--- src/rtl/core/eqsb_pkg.sv ---
// shared types and constants for the error queue and status byte block
package eqsb_pkg;

   localparam int unsigned DEPTH = 16;
   localparam int unsigned PTR_W = (DEPTH > 1) ? $clog2(DEPTH) : 1;
   localparam int unsigned CODE_W = 6;
   localparam int unsigned BYTE_W = 8;
   localparam int unsigned LOW_W = 3;
   localparam int unsigned CSR_IDX_W = 2;

   localparam logic [PTR_W-1:0] PTR_LAST = PTR_W'(DEPTH - 1);

   localparam logic [CODE_W-1:0] OVERFLOW_RESET = 6'd38;

   localparam logic [BYTE_W-1:0] LOW_MASK = 8'h07;
   localparam logic [BYTE_W-1:0] MSS_MASK = 8'hBF;
   localparam logic [BYTE_W-1:0] MSS_BIT = 8'h40;
   localparam logic [BYTE_W-1:0] ESB_BIT = 8'h20;
   localparam logic [BYTE_W-1:0] MAV_BIT = 8'h10;

   typedef enum logic [1:0] {
      CMD_SAVE = 2'd0,
      CMD_READ = 2'd1,
      CMD_RESET = 2'd2,
      CMD_REFRESH = 2'd3
   } command_type;

   typedef enum logic [CSR_IDX_W-1:0] {
      CSR_SERVICE_ENABLE = 2'd0,
      CSR_EVENT_ENABLE = 2'd1,
      CSR_OVERFLOW_CODE = 2'd2,
      CSR_UNUSED = 2'd3
   } csr_index_type;

   // queue outcome handed to the status stage
   typedef struct packed {
      logic [CODE_W-1:0] popped;
      logic not_empty;
   } queue_result_type;

   function automatic logic [PTR_W-1:0] ring_next(input logic [PTR_W-1:0] p);
      logic [PTR_W-1:0] n;
      if (p == PTR_LAST) begin
         n = '0;
      end else begin
         n = p + PTR_W'(1);
      end
      return n;
   endfunction

endpackage

--- src/rtl/core/eqsb_queue.sv ---
// code ring with write and read pointers; one command per cycle
module eqsb_queue (
   input  logic clock,
   input  logic reset,
   input  logic valid,
   input  eqsb_pkg::command_type command,
   input  logic [eqsb_pkg::CODE_W-1:0] error_code,
   input  logic [eqsb_pkg::CODE_W-1:0] overflow_code,
   output eqsb_pkg::queue_result_type result
);
   import eqsb_pkg::*;

   logic [CODE_W-1:0] store_ff [DEPTH];
   logic [PTR_W-1:0] wr_ptr_ff, wr_ptr_in;
   logic [PTR_W-1:0] rd_ptr_ff, rd_ptr_in;
   logic [PTR_W-1:0] wr_next, rd_next;
   logic store_we;
   logic [PTR_W-1:0] store_addr;
   logic [CODE_W-1:0] store_data;
   logic not_empty;

   assign wr_next = ring_next(wr_ptr_ff);
   assign rd_next = ring_next(rd_ptr_ff);
   assign not_empty = (wr_ptr_ff != rd_ptr_ff);

   always_comb begin
      wr_ptr_in = wr_ptr_ff;
      rd_ptr_in = rd_ptr_ff;
      store_we = 1'b0;
      store_addr = wr_next;
      store_data = error_code;
      result.popped = '0;
      if (valid) begin
         case (command)
            CMD_SAVE: begin
               store_we = 1'b1;
               if (wr_next != rd_ptr_ff) begin
                  wr_ptr_in = wr_next;
               end else begin
                  // full: newest entry takes the overflow code
                  store_addr = wr_ptr_ff;
                  store_data = overflow_code;
               end
            end
            CMD_READ: begin
               if (not_empty) begin
                  rd_ptr_in = rd_next;
                  result.popped = store_ff[rd_next];
               end
            end
            CMD_RESET: begin
               wr_ptr_in = '0;
               rd_ptr_in = '0;
            end
            default: begin
            end
         endcase
      end
      result.not_empty = (wr_ptr_in != rd_ptr_in);
   end

   always_ff @(posedge clock) begin
      if (reset) begin
         wr_ptr_ff <= '0;
         rd_ptr_ff <= '0;
      end else begin
         wr_ptr_ff <= wr_ptr_in;
         rd_ptr_ff <= rd_ptr_in;
      end
   end

   always_ff @(posedge clock) begin
      if (store_we) begin
         store_ff[store_addr] <= store_data;
      end
   end

endmodule

--- src/rtl/core/eqsb_status.sv ---
// status byte assembly and result register
module eqsb_status (
   input  logic clock,
   input  logic reset,
   input  logic valid,
   input  eqsb_pkg::queue_result_type queue_result,
   input  logic [eqsb_pkg::BYTE_W-1:0] event_status,
   input  logic [eqsb_pkg::LOW_W-1:0] low_status,
   input  logic [eqsb_pkg::BYTE_W-1:0] service_enable,
   input  logic [eqsb_pkg::BYTE_W-1:0] event_enable,
   output logic strobe,
   output logic [eqsb_pkg::CODE_W-1:0] read_code,
   output logic [eqsb_pkg::BYTE_W-1:0] status_byte
);
   import eqsb_pkg::*;

   logic strobe_ff;
   logic [CODE_W-1:0] code_ff;
   logic [BYTE_W-1:0] status_ff, status_in;
   logic [BYTE_W-1:0] summary;

   always_comb begin
      summary = {{(BYTE_W-LOW_W){1'b0}}, low_status} & LOW_MASK;
      if ((event_status & event_enable) != '0) begin
         summary = summary | ESB_BIT;
      end
      if (queue_result.not_empty) begin
         summary = summary | MAV_BIT;
      end
      status_in = summary;
      // master summary taken over all the other bits
      if ((summary & service_enable & MSS_MASK) != '0) begin
         status_in = summary | MSS_BIT;
      end
   end

   always_ff @(posedge clock) begin
      if (reset) begin
         strobe_ff <= 1'b0;
      end else begin
         strobe_ff <= valid;
      end
   end

   always_ff @(posedge clock) begin
      if (valid) begin
         code_ff <= queue_result.popped;
         status_ff <= status_in;
      end
   end

   assign strobe = strobe_ff;
   assign read_code = code_ff;
   assign status_byte = status_ff;

endmodule

--- src/rtl/core/error_queue_status_byte.sv ---
// top level: request register, error queue and status byte result stage
//
// Takes one command every clock cycle; busy is never raised. Each command
// gives exactly one result beat on rsp_strobe after it is taken: it is held in
// the request register, then goes through the queue update and status byte
// logic into the result register. The queue keeps at most DEPTH-1 codes in a
// register ring with one write and one read port. Results are shown for a
// single cycle and cannot be held off, so the receiver must take every beat.
// Configuration writes take effect at the edge they are written.
module error_queue_status_byte (
   input  logic clock,
   input  logic reset,
   input  logic start,
   output logic busy,
   input  logic [1:0] req_command,
   input  logic [eqsb_pkg::CODE_W-1:0] req_error_code,
   input  logic [eqsb_pkg::BYTE_W-1:0] req_event_status,
   input  logic [eqsb_pkg::LOW_W-1:0] req_low_status,
   output logic rsp_strobe,
   output logic [eqsb_pkg::CODE_W-1:0] rsp_read_code,
   output logic [eqsb_pkg::BYTE_W-1:0] rsp_status_byte,
   input  logic csr_write_enable,
   input  logic [eqsb_pkg::CSR_IDX_W-1:0] csr_index,
   input  logic [eqsb_pkg::BYTE_W-1:0] csr_write_data
);
   import eqsb_pkg::*;

   logic req_valid_ff;
   command_type command_ff;
   logic [CODE_W-1:0] error_code_ff;
   logic [BYTE_W-1:0] event_status_ff;
   logic [LOW_W-1:0] low_status_ff;

   logic [BYTE_W-1:0] service_enable_ff;
   logic [BYTE_W-1:0] event_enable_ff;
   logic [CODE_W-1:0] overflow_code_ff;

   logic accept;
   queue_result_type queue_result;

   assign busy = 1'b0;
   assign accept = start & ~busy;

   always_ff @(posedge clock) begin
      if (reset) begin
         req_valid_ff <= 1'b0;
      end else begin
         req_valid_ff <= accept;
      end
   end

   always_ff @(posedge clock) begin
      if (accept) begin
         command_ff <= command_type'(req_command);
         error_code_ff <= req_error_code;
         event_status_ff <= req_event_status;
         low_status_ff <= req_low_status;
      end
   end

   always_ff @(posedge clock) begin
      if (reset) begin
         service_enable_ff <= '0;
         event_enable_ff <= '0;
         overflow_code_ff <= OVERFLOW_RESET;
      end else if (csr_write_enable) begin
         case (csr_index_type'(csr_index))
            CSR_SERVICE_ENABLE: service_enable_ff <= csr_write_data;
            CSR_EVENT_ENABLE: event_enable_ff <= csr_write_data;
            CSR_OVERFLOW_CODE: overflow_code_ff <= csr_write_data[CODE_W-1:0];
            default: begin
            end
         endcase
      end
   end

   eqsb_queue u_queue (
      .clock(clock),
      .reset(reset),
      .valid(req_valid_ff),
      .command(command_ff),
      .error_code(error_code_ff),
      .overflow_code(overflow_code_ff),
      .result(queue_result)
   );

   eqsb_status u_status (
      .clock(clock),
      .reset(reset),
      .valid(req_valid_ff),
      .queue_result(queue_result),
      .event_status(event_status_ff),
      .low_status(low_status_ff),
      .service_enable(service_enable_ff),
      .event_enable(event_enable_ff),
      .strobe(rsp_strobe),
      .read_code(rsp_read_code),
      .status_byte(rsp_status_byte)
   );

endmodule

--- config.mk ---
export PLATFORM = sky130hd
export DESIGN_NAME = error_queue_status_byte
export DESIGN_NICKNAME = d
export VERILOG_FILES = /design/src/rtl/core/eqsb_pkg.sv /design/src/rtl/core/eqsb_queue.sv /design/src/rtl/core/eqsb_status.sv /design/src/rtl/core/error_queue_status_byte.sv
export SDC_FILE = /design/constraint.sdc
export NUM_CORES = 1
export LEC_CHECK = 0
export BUFFER_PORTS_ARGS = -buffer_cell sky130_fd_sc_hd__buf_2
export CAP_MARGIN = 20
export CORE_UTILIZATION = 45
export CTS_CLUSTER_DIAMETER = 80
export DETAILED_ROUTE_END_ITERATION = 10
export SYNTH_ARGS = -nofsm -noshare
export SYNTH_HDL_FRONTEND = slang
export SYNTH_SLANG_ARGS = --single-unit
--- constraint.sdc ---
create_clock -name clock -period 3.5 [get_ports clock]
set_input_delay 0.35 -clock clock [delete_from_list [all_inputs] [get_ports clock]]
set_output_delay 0.35 -clock clock [all_outputs]
set_load 0.03 [all_outputs]
# --- Word level (Yosys, flattened, before mapping) ---
# Memories as Yosys holds them, arrays and structs flattened. A register that Yosys moved wholly into a read port is not among the register bits.
# Index checks and enable logic that the tools add are counted.
op_classes:
  reduce_logical: 9
  mux: 19
  eq_ne: 9
  add_sub_neg: 2
  bitwise_logic: 2
ops:
  columns: ["operator", "n"]
  rows:
  - ["$mux W4", 8]
  - ["$mux W6", 4]
  - ["$pmux W4 S2", 2]
  - ["$reduce_bool A8 Y1", 2]
  - ["$ne A4 B4 Y1", 3]
  - ["$add A4 B1 Y4 const B", 2]
  - ["$and A6 B8 Y8", 1]
  - ["$and A8 B8 Y8", 1]
  - ["$eq A4 B4 Y1 const B", 2]
  - ["$reduce_and A2 Y1", 4]
  - ["$mux W5", 1]
  - ["$eq A2 B1 Y1 const B", 2]
  - ["$eq A2 B2 Y1 const B", 2]
  - ["$logic_not A2 Y1", 2]
  - ["$mux W1", 4]
  - ["$logic_not A1 Y1", 1]
word_totals:
  ram_bits: 96
  n_memories: 1
  inputBits: 33
  register_bits: 58
mem_list:
  columns: ["name", "words", "word_bits", "rd", "rd_ports_with_merged_regs", "wr", "line_no", "text"]
  rows:
  - ["u_queue.store_ff", 16, 6, 1, 1, 1, "eqsb_queue.sv:13", "logic [CODE_W-1:0] store_ff [DEPTH];"]

# --- Logic depth before layout (Yosys ltp) ---
logic_depth:
  depth_word: 10
  mapped_depth: 11
  ltp_nobuf: 10

# --- Modules after synthesis ---
# Synthesis repeated with hierarchy kept, for this count alone.
unflattened:
  cells_unflattened: 421
  area_unflattened_um2: 6807.8
modules_own_cells:
  columns: ["module", "cells_per_inst", "area_each_um2", "n_inst", "seq_area_each_um2"]
  rows:
  - ["eqsb_queue", 287, 4787.1, 1, 3042.9]
  - ["error_queue_status_byte", 108, 1526.5, 1, 1031.0]
  - ["eqsb_status", 26, 494.2, 1, 380.4]

# --- Worst setup path after synthesis ---
# Ideal clock, no wire load.
synth_path:
  path_kind: "register -> register"
  startpoint: "reg u_queue.wr_ptr_ff[1]"
  endpoint: "mem u_queue.store_ff[15][0] (enable)"
  path_slack_ns: 0.675
  stages_incl_launch_ff: 12
  required_ns: 3.150
  n_path_buf: 2
  arrival_ns: 2.475
  cell_sequence: "dfxtp_1 ha_1 buf_4 xor3_1 nor2_2 and2_4 and3_1 clkbuf_1 nor2b_1 xnor2_1 or2_2 nor2_1"
synth_between:
  elab_chain_cells: 6
synth_lines:
  columns: ["element", "line_no", "text"]
  rows:
  - ["start: declaration", "eqsb_queue.sv:14", "logic [PTR_W-1:0] wr_ptr_ff, wr_ptr_in;"]
  - ["start signal: assignment", "eqsb_queue.sv:67", "wr_ptr_ff <= wr_ptr_in;"]
  - ["$add A4 B1 Y4 or $eq A4 B4 Y1 (tied branches)", "eqsb_pkg.sv:46, eqsb_pkg.sv:43", null]
  - ["$mux W4", "eqsb_pkg.sv:43", "if (p == PTR_LAST) begin"]
  - ["$ne A4 B4 Y1", "eqsb_queue.sv:37", "if (wr_next != rd_ptr_ff) begin"]
  - ["$mux W4", "eqsb_queue.sv:37", null]
  - ["$mux W4", "eqsb_queue.sv:34", "case (command)"]
  - ["$mux W4 *", "eqsb_queue.sv:33", "if (valid) begin"]
  - ["end: declaration", "eqsb_queue.sv:13", null]
# Mark *: on every way between the ends. The rest lies on a longest branch, timed or not.

# --- Worst setup path in the final report ---
layout_path:
  startpoint: "reg u_queue.wr_ptr_ff[0]"
  endpoint: "mem u_queue.store_ff[8][1] (enable)"
# Same word-level chain as after synthesis.

==> impl_results.md <==
- Syn Inst Count: 538
- Fraction of layout instances using a drive strength above 1: 17.6%
- Residual overflow from global routing: 0
- Aggregate negative setup slack: 0 ns
- Fin Clk Skew: 0.00608 ns
- Maximum number of pins on one net before global-route repair: 49
- Top-Level Pins: 49
- Post-cts repair resize count: 0
- Relative contribution of sequential cells to total power: 52.9%
- Setup repair after global routing missed its margin: no
- Number of endpoints with negative hold slack in the final report: 0
- DR WL/cell: 17.5 µm
- Latest clock arrival within the worst-skew pair: 0.42 ns
- Tightest Pin Transition: 0.997 ns
- Sequential cell area: 4390 µm²
- Final Wtd Congestion: 0.878
- Kind of launch point of the worst setup path: flop
- Data arrival time of the worst path: 3.18 ns
- Number of warnings printed during yosys synthesis: 0
- Number of antenna cells inserted: 0
- Number of DRC markers after the initial detailed-route iteration: 267
- Multi-input logic area: 1980 µm²
- Clock slew at reported path FFs: 0.06 ns
- Die Span X: 123 µm
- Async SR Flop Fraction: 0%
- Worst-path maximum fanout: 9
- Root Driver: sky130_fd_sc_hd__clkbuf_16
- Register area share after synthesis: 67.2%
- Via density per instance: 5.48
- Top FF cell, synth: sky130_fd_sc_hd__edfxtp_1
- # Max-Cap Violations: 0
- Internal power: 3.08 mW
- Number of clock sinks: 156
- Core Footprint: 14000 µm²
- Pins Over Slew Limit: 0
- Number of buffers on the longest clock path: 2
- Number of buffers inserted during clock tree synthesis: 17
- Post-synthesis average cell area: 12.2 µm²
- Number of enable flip-flop cells after synthesis: 127
- Element type at the critical path end: flop
- Vertical extent of the die: 123 µm
- Achievable clock frequency: 0.319 GHz
- Initial antenna violation count: 0
- Number of global-route vias before repair: 4254
- Critical path class: flop to flop
- Final worst path period share: 89.4%
- Outcome: completed
- Total detailed-routing wirelength: 13600 µm
- First drt pass iteration count: 4
- DIE AREA: 15000 µm²
- Final count of negative-setup-slack endpoints: 0
- Antenna viol nets, final: 0
- Clock power share: 42.8%
- Switching part of the total power: 21.3%
- Total net switching power: 0.835 mW
- Global-route wire length before repair: 21800 µm
- P per Cell Area: 520 nW/µm²
- Final worst path period need: 3.13 ns
- Synthesized cell area: 6540 µm²
- Number of core rows: 43
- Via count: 4259
- Cts-stage hold buffer count: 0
- Worst vdd ir: 0.000317 V
- Post-route non-filler standard cell count: 777
- # fillers: 1191
- H-tree lvl count: 4
- # port buffers: 45
- Setup repair bufs after CTS: 0
- Synth-to-Final Area Change: 15.1%
- Required time at the worst-slack endpoint: 3.55 ns
- Leakage Power: 2.77 nW
- Effective utilization at floorplan: 46.6%
- Worst hold-check path type: input pin to flop
- Remaining DRCs: 0
- Post-layout nets: 622
- Distinct cells, synth: 50
- All-layer global routing usage: 19.9%
- Number of placed instances with taps included: 745
- CTS tree: yes
- Max-slew headroom at the worst pin: 33.4%
- Dpl hpwl: 9130 µm
- Proportion of power drawn by combinational gates: 4.3%
- Flip-flop and latch count after synthesis: 156
worst paths after layout:
kind	end	slack [ns]	cells past startpoint	start
min	command_ff[0]	0.1	1	req_command[0]
min reg2reg	u_status.status_byte[2]	0.46	0	low_status_ff[2]
max	u_queue.store_ff[8][1]	0.37	9	u_queue.wr_ptr_ff[0]
max reg2reg	u_queue.store_ff[8][1]	0.37	9	u_queue.wr_ptr_ff[0]
cells in the final DEF, fill, tap and decap left out, types with 8 or more instances in the layout:
master / count
sky130_fd_sc_hd__buf_4: 12
sky130_fd_sc_hd__nand3_1: 27
sky130_fd_sc_hd__nor2_1: 50
sky130_fd_sc_hd__dfxtp_1: 29
sky130_fd_sc_hd__buf_2: 45
sky130_fd_sc_hd__and3_1: 15
sky130_fd_sc_hd__xnor2_1: 8
sky130_fd_sc_hd__edfxtp_1: 127
sky130_fd_sc_hd__a311oi_1: 18
sky130_fd_sc_hd__clkbuf_16: 17
sky130_fd_sc_hd__inv_1: 12
sky130_fd_sc_hd__a31oi_1: 12
sky130_fd_sc_hd__nand2_1: 109
sky130_fd_sc_hd__mux2i_1: 13
layout make-up:
class                           instances  area share [%]
Clock buffer                           21            6.38
Multi-Input combinational cell        339            26.3
Sequential cell                       156            58.4
Clock inverter                         11           0.881
Inverter                               12           0.598
Timing Repair Buffer                   58            4.45
Tap cell                              180            2.99
metal layers:
metal	vias up	share of wire, %	global-route usage [%]
li1	2040	-	-
met1	2089	45	24.5
met2	111	49	33.1
met3	19	4.3	4.69
met4	0	1.9	9.45
met5	-	0	0
through the flow:
step	power (mW)	util, %	setup WS [ns]	area (µm²)	hold WS, ns
global placement	2.28	49.7	0.451	6980	0.437
finish	3.92	53.6	0.370	7530	0.0988
detailed placement	2.28	49.7	0.350	6980	0.440
global route	4.04	53.6	0.152	7530	0.0804
floorplan	2.21	-	0.675	6550	0.426
CTS	3.95	53.6	0.349	7530	0.0786
cell usage after synthesis, types with 4 or more instances:
| master | instances | area (µm²) |
|---|---|---|
| sky130_fd_sc_hd__xor2_1 | 5 | 43.8 |
| sky130_fd_sc_hd__a211oi_1 | 6 | 45.0 |
| sky130_fd_sc_hd__a21oi_1 | 7 | 35.0 |
| sky130_fd_sc_hd__ha_1 | 5 | 62.6 |
| sky130_fd_sc_hd__o21ai_0 | 6 | 30.0 |
| sky130_fd_sc_hd__edfxtp_1 | 127 | 3810 |
| sky130_fd_sc_hd__nor2_1 | 50 | 188 |
| sky130_fd_sc_hd__inv_1 | 12 | 45.0 |
| sky130_fd_sc_hd__and3_1 | 15 | 93.8 |
| sky130_fd_sc_hd__xnor2_1 | 9 | 78.8 |
| sky130_fd_sc_hd__nor2b_1 | 5 | 31.3 |
| sky130_fd_sc_hd__mux2i_1 | 13 | 130 |
| sky130_fd_sc_hd__buf_4 | 5 | 37.5 |
| sky130_fd_sc_hd__mux2_2 | 7 | 78.8 |
| sky130_fd_sc_hd__a311oi_1 | 18 | 158 |
| sky130_fd_sc_hd__a22oi_1 | 6 | 45.0 |
| sky130_fd_sc_hd__buf_2 | 4 | 20.0 |
| sky130_fd_sc_hd__nand2_1 | 109 | 409 |
| sky130_fd_sc_hd__dfxtp_1 | 29 | 581 |
| sky130_fd_sc_hd__clkbuf_1 | 21 | 78.8 |
| sky130_fd_sc_hd__nand3_1 | 27 | 135 |
| sky130_fd_sc_hd__a31oi_1 | 12 | 75.1 |
cell families (layout without fill, tap and decap cells):
kind of cell	Yosys count	count (layout)	share of synthesized area (%)
simple gates	224	224	15.0
other cells	1	3	0.0573
fa+ha+maj	5	5	0.956
mux	20	20	3.19
buf+inv	45	102	3.06
compound gates	71	71	8.11
flops	156	156	67.2
xor+xnor	16	16	2.49
power by group through the flow:
stage / registers [mW] / logic (mW) / clock network, mW
after floorplan: 2.12 / 0.0879 / 0
after global placement: 2.11 / 0.169 / 0
after detailed placement: 2.11 / 0.171 / 0
after CTS: 2.07 / 0.172 / 1.70
after global routing: 2.07 / 0.187 / 1.78
final: 2.07 / 0.169 / 1.68
flip-flops by register name, summed over array words and instances (netlist names):
signal	count
command_ff	2
error_code_ff	6
event_enable_ff	8
event_status_ff	8
low_status_ff	3
overflow_code_ff	6
req_valid_ff	1
service_enable_ff	5
u_queue.rd_ptr_ff	4
u_queue.store_ff	96
u_queue.wr_ptr_ff	4
u_status.read_code	6
u_status.status_byte	6
u_status.strobe	1
critical path, stage by stage, from the launching register on:
cell and delay [ns]:
sky130_fd_sc_hd__dfxtp_1 0.50, sky130_fd_sc_hd__ha_1 0.39, sky130_fd_sc_hd__xor3_1 0.38, sky130_fd_sc_hd__nor2_2 0.18, sky130_fd_sc_hd__nand2_1 0.07, sky130_fd_sc_hd__o21ai_0 0.15, sky130_fd_sc_hd__o21ai_0 0.18, sky130_fd_sc_hd__nand2b_1 0.19
sky130_fd_sc_hd__nand2b_1 0.20, sky130_fd_sc_hd__nor2_1 0.53
No activity file was read; power rests on OpenSTA's default activity.
